**src/hw/rtl/bsc_pkg.sv**
```systemverilog
package bsc_pkg;

    // Default stack size in entries
    localparam int STACK_DEPTH_DEF = 64;

    // Entries in the queue between front and back
    localparam int QUEUE_DEPTH = 2;
    localparam int QUEUE_PTR_W = $clog2(QUEUE_DEPTH);
    localparam int QUEUE_CNT_W = $clog2(QUEUE_DEPTH + 1);

    // Width of the depth result field
    localparam int DEPTH_W = 7;

    // Character classes: an even class opens, the next odd class closes it
    localparam int CLS_W = 4;
    localparam logic [CLS_W-1:0] CLS_PAREN_OPEN  = 4'd0;
    localparam logic [CLS_W-1:0] CLS_PAREN_CLOSE = 4'd1;
    localparam logic [CLS_W-1:0] CLS_SQUARE_OPEN  = 4'd2;
    localparam logic [CLS_W-1:0] CLS_SQUARE_CLOSE = 4'd3;
    localparam logic [CLS_W-1:0] CLS_CURLY_OPEN  = 4'd4;
    localparam logic [CLS_W-1:0] CLS_CURLY_CLOSE = 4'd5;
    localparam logic [CLS_W-1:0] CLS_ANGLE_OPEN  = 4'd6;
    localparam logic [CLS_W-1:0] CLS_ANGLE_CLOSE = 4'd7;
    localparam logic [CLS_W-1:0] CLS_OTHER       = 4'd8;

    // Classified item as it travels from front to back
    typedef struct packed {
        logic [CLS_W-1:0] cls;
        logic             last;
    } t_op;

    // Map a character byte to its class
    function automatic logic [CLS_W-1:0] classify(input logic [7:0] ch);
        logic [CLS_W-1:0] cls;
        begin
            case (ch)
                8'h28:   cls = CLS_PAREN_OPEN;    // (
                8'h29:   cls = CLS_PAREN_CLOSE;   // )
                8'h5B:   cls = CLS_SQUARE_OPEN;   // [
                8'h5D:   cls = CLS_SQUARE_CLOSE;  // ]
                8'h7B:   cls = CLS_CURLY_OPEN;    // {
                8'h7D:   cls = CLS_CURLY_CLOSE;   // }
                8'h3C:   cls = CLS_ANGLE_OPEN;    // <
                8'h3E:   cls = CLS_ANGLE_CLOSE;   // >
                default: cls = CLS_OTHER;
            endcase
            return cls;
        end
    endfunction

endpackage

```
**src/hw/rtl/bsc_back.sv**
```systemverilog
module bsc_back #(
    parameter int STACK_DEPTH = bsc_pkg::STACK_DEPTH_DEF
) (
    input  logic                      i_clk,
    input  logic                      i_rst_n,
    input  logic                      i_op_valid,
    output logic                      o_op_ready,
    input  bsc_pkg::t_op              i_op,
    output logic                      o_out_valid,
    input  logic                      i_out_ready,
    output logic [bsc_pkg::DEPTH_W-1:0] o_depth,
    output logic                      o_done_res,
    output logic                      o_balanced,
    output logic                      o_overflow
);
    import bsc_pkg::*;

    localparam int AW = (STACK_DEPTH > 1) ? $clog2(STACK_DEPTH) : 1;
    localparam int CW = $clog2(STACK_DEPTH + 1);

    // Stack entries, top also held in r_top
    logic [CLS_W-1:0] r_mem [STACK_DEPTH];
    logic [CLS_W-1:0] r_top;
    logic [CLS_W-1:0] r_below;
    logic [CLS_W-1:0] n_top;
    logic [CW-1:0]    r_count;
    logic [CW-1:0]    n_count;
    logic [CW-1:0]    step_count;
    logic             r_ovf;
    logic             n_ovf;
    logic             step_ovf;
    logic [CW-1:0]    rd_sub;
    logic [AW-1:0]    rd_addr;
    logic [AW-1:0]    wr_addr;
    logic             wr_en;
    logic             fire;
    logic             pops;
    logic             full;
    logic             step_bal;
    logic [CW+DEPTH_W-1:0] depth_ext;

    // Output register
    logic               r_out_valid;
    logic [DEPTH_W-1:0] r_depth;
    logic               r_done;
    logic               r_bal;
    logic               r_ovf_out;

    assign o_op_ready = !r_out_valid || i_out_ready;
    assign fire       = i_op_valid && o_op_ready;
    assign full       = (r_count == CW'(STACK_DEPTH));

    // Pop only when the item closes the class on top
    assign pops = (r_count != '0) && !i_op.cls[CLS_W-1] && i_op.cls[0]
               && !r_top[CLS_W-1] && (i_op.cls == r_top + CLS_W'(1));

    // Update the stack for one item
    always_comb begin
        step_count = r_count;
        step_ovf   = r_ovf;
        n_top      = r_top;
        wr_en      = 1'b0;
        if (fire) begin
            if (pops) begin
                step_count = r_count - CW'(1);
                n_top      = r_below;
            end else if (full) begin
                step_ovf = 1'b1;
            end else begin
                step_count = r_count + CW'(1);
                n_top      = i_op.cls;
                wr_en      = 1'b1;
            end
        end
        step_bal = (step_count == '0) && !step_ovf;
        n_count  = step_count;
        n_ovf    = step_ovf;
        if (fire && i_op.last) begin
            n_count = '0;
            n_ovf   = 1'b0;
        end
    end

    // Prefetch the entry under the next top
    assign rd_sub  = n_count - CW'(2);
    assign rd_addr = rd_sub[AW-1:0];
    assign wr_addr = r_count[AW-1:0];

    always_ff @(posedge i_clk) begin
        if (wr_en) begin
            r_mem[wr_addr] <= i_op.cls;
        end
        r_below <= r_mem[rd_addr];
        r_top   <= n_top;
    end

    always_ff @(posedge i_clk) begin
        if (!i_rst_n) begin
            r_count <= '0;
            r_ovf   <= 1'b0;
        end else begin
            r_count <= n_count;
            r_ovf   <= n_ovf;
        end
    end

    // Hold the result until taken
    assign depth_ext = {{DEPTH_W{1'b0}}, step_count};

    always_ff @(posedge i_clk) begin
        if (!i_rst_n) begin
            r_out_valid <= 1'b0;
        end else if (fire) begin
            r_out_valid <= 1'b1;
        end else if (i_out_ready) begin
            r_out_valid <= 1'b0;
        end
    end

    always_ff @(posedge i_clk) begin
        if (fire) begin
            r_depth   <= depth_ext[DEPTH_W-1:0];
            r_done    <= i_op.last;
            r_bal     <= i_op.last && step_bal;
            r_ovf_out <= step_ovf;
        end
    end

    assign o_out_valid = r_out_valid;
    assign o_depth     = r_depth;
    assign o_done_res  = r_done;
    assign o_balanced  = r_bal;
    assign o_overflow  = r_ovf_out;

endmodule

```
**config.mk**
```make
export PLATFORM = sky130hd
export DESIGN_NAME = bsc_back
export DESIGN_NICKNAME = d
export VERILOG_FILES = /design/src/hw/rtl/bsc_pkg.sv /design/src/hw/rtl/bsc_back.sv
export SDC_FILE = /design/constraint.sdc
export NUM_CORES = 1
export LEC_CHECK = 0
export ABC_AREA = 0
export BUFFER_PORTS_ARGS = -buffer_cell sky130_fd_sc_hd__buf_2
export CAP_MARGIN = 20
export CELL_PAD_IN_SITES_DETAIL_PLACEMENT = 0
export CELL_PAD_IN_SITES_GLOBAL_PLACEMENT = 1
export CORE_ASPECT_RATIO = 1.2
export CORE_UTILIZATION = 40
export DETAILED_ROUTE_END_ITERATION = 7
export PLACE_DENSITY = 0.7
export SLEW_MARGIN = 20
export SYNTH_ARGS = -nofsm -noshare
export SYNTH_HDL_FRONTEND = slang
export SYNTH_SLANG_ARGS = --single-unit
```
**constraint.sdc**
```tcl
create_clock -name i_clk -period 4.6 [get_ports i_clk]
set_input_delay 0.46 -clock i_clk [delete_from_list [all_inputs] [get_ports i_clk]]
set_output_delay 0.46 -clock i_clk [all_outputs]
set_load 0.1 [all_outputs]
```
==> metrics.txt <==
status=finished clean; vias in the first global route=7463; startpoint types=flop; Post-Syn Instances=872; layout cell share with drive strength beyond 1=12.6%; Tmin final=4140 ps; Remaining DRCs=0; root buf cell=clkbuf_16; Commonest cells post-synth=edfxtp_1, nand2_1, nor2_1, o221ai_1, mux2i_1; RSZ-0062 raised after global routing=false; CP max stage cell=or3_4; first-pass GRT wire length=48.3 mm; final setup TNS=0 ps; Tcrit/Tclk final=89.9%; drt total wl=31.9 mm; initial antenna violation count=0; Die W=160 µm; first drt pass iteration count=7; beginning of the worst hold path=i_rst_n; setup bufs post-CTS=0; Avg WL per Cell=24.4 µm; Mean Syn Cell Area=13.7 µm²; aggregate global routing overflow=0; vias per cell=5.99; synth top area cells=edfxtp_1, o221ai_1, mux2i_1; mux contribution to synthesized area=4.50%; CTS Hold Bufs=0; port bufs=20; Crit Reg-Reg Startpoint=r_count[5]; VDD IR max=0.278 mV; Synth async-reset ratio=0%; worst skew pair latency=550 ps; starting density of the core=40.5%; H-tree levels=1; largest family of logic cells by synthesized area=compound AO/OA/AOI/OAI gates; Max clock buf depth=3; Post-DP HPWL=19.9 mm; Setup CP Type=flop to flop; Layout Utilization=45.8%; final setup vio count=0; IO Pins=21; skew final=12.7 ps; Lkg Pwr=4.45 nW; post-synth cell types=61; final max-slew violation count=0; Inserted Diodes=0; CTS tree=built; critical-path cell list=or3_4 -> or3_1 -> a221o_1 -> nand3_1 -> nand2_1 -> ha_1 -> buf_12 -> a221oi_1 -> o221ai_1 -> a32o_1 -> a311oi_1 -> nor4_1 -> nor4_1; Critical Path End Type=flop; number of flops mapped to enable cells by yosys=270; Resize count post-CTS=0; xor/xnor share of the synthesized area=0.700%; max-cap violations=0; Rows=69; largest net degree at the start of global routing=72; Num CTS Buffers=28; Top cell by count, worst path=nor4_1; post-synthesis to final-layout area growth=13.1%; Crit path largest cell delay=500 ps; register area share after synthesis=69.9%; Required @ worst endpoint=5050 ps; Achievable Freq=242 MHz; 1st-iter DRT viols=907; Worst Path Max Fanout=36; Final Hold Violating Endpoints=0; CTS clk-pin slew, worst paths=70 ps; pwr dens=435 nW/µm²; critical path arrival=4590 ps; post-route setup slack=464 ps; Post-Synthesis Net Count=885; most common cell in the netlist=edfxtp_1; Area after DPL=12600 µm²; max_slew headroom=36.9%; Total Routing Usage GR=21.1%; Yosys top cell by area=edfxtp_1; Synth top area share=67.7%; gpl congestion=0.872; Synth Flop Type=edfxtp_1; synthesized-area fraction occupied by and/or/nand/nor cells=10.3%; worst slew pin tran=944 ps; Compound-Gate Fraction of Synth Area=11.6%; CP startpoint=r_count[5]; Post-Syn Area=12000 µm²; Yosys warnings=0; Core Box Area=29500 µm²; final instance area=13500 µm²; die area=30600 µm²; final hold slack=178 ps; via count=7811; Hold Crit Class=primary input to flop; Clock Sinks=283; die height=191 µm; pre-CTS setup slack=473 ps; Antenna Nets Post-Route=0; Post-Synth Adder-Cell Area=0.418%; fillers=2626; #FFs+latches synth=283; layout net count=908
[kinds of logic (layout without fill, tap and decap cells)]
family	after synthesis	after routing
flip-flops	283	283
AND/OR/NAND/NOR	273	273
AO/OA/AOI/OAI	185	185
buffers and inverters	71	114
multiplexers	48	48
XOR/XNOR	8	8
adder cells (fa/ha/maj)	4	4
[state kept, by name, indices dropped and copies added, names as in the netlist]
| signal | cells |
|---|---|
| o_depth | 7 |
| o_out_valid | 1 |
| r_ovf | 1 |
| r_mem | 256 |
| r_below | 4 |
| r_top | 4 |
| o_overflow | 1 |
| o_balanced | 1 |
| r_count | 7 |
| o_done_res | 1 |
[worst paths after layout]
path | to | slack (ps) | cells after the start
max | r_below[1] | 460 | 13
min | o_out_valid | 180 | 2
max reg2reg | r_below[1] | 460 | 13
min reg2reg | r_ovf | 500 | 2
[where the power goes]
part / switching [mW] / total [mW] / internal [mW]
logic: 0.456 / 0.650 / 0.195
clock network: 0.958 / 2.38 / 1.42
registers: 0.0128 / 2.86 / 2.85
[metal layers]
layer	track usage, %	routed length [µm]
met5	0	0
met4	7.03	983
met3	2.41	2160
met2	35.6	15700
met1	28.4	13000
[worst max-delay path, delay by kind of cell, from the launching register on]
kind	cells	cell delay [ps]
simple gates	6	1640
flops	1	400
buf+inv	1	200
compound gates	5	1410
fa+ha+maj	1	360
[layout make-up]
cell class	count	area (µm²)	share of cell area, %
multi-input combinational	518	3320	24.5
tap	390	488	3.60
clock buffer	31	733	5.42
timing repair buffer	50	350	2.59
inverter	14	52.6	0.388
sequential	283	8370	61.8
clock inverter	19	225	1.66
[stage by stage]
step	power (mW)	instances
6_report	5.89	1305
5_1_grt	6.06	1305
4_1_cts	5.92	1305
3_5_place_dp	3.56	1255
3_3_place_gp	3.56	1255
2_1_floorplan	3.32	872
[cells in the final DEF, fill, tap and decap left out, types with 6 or more instances in the layout]
cell / instances
nor4_1: 6
mux2i_1: 38
a21oi_1: 15
a221oi_1: 11
nand3_1: 30
inv_1: 13
edfxtp_1: 270
o221ai_1: 52
buf_2: 20
o21ai_0: 18
clkinv_1: 6
and3_1: 8
clkbuf_16: 29
o22ai_1: 26
a31oi_1: 9
buf_4: 28
dfxtp_1: 13
nor3_1: 13
nand4_1: 9
nand2_1: 89
o211ai_1: 11
mux2_2: 6
nor2_1: 89
Power figures use the tool's default switching activity.
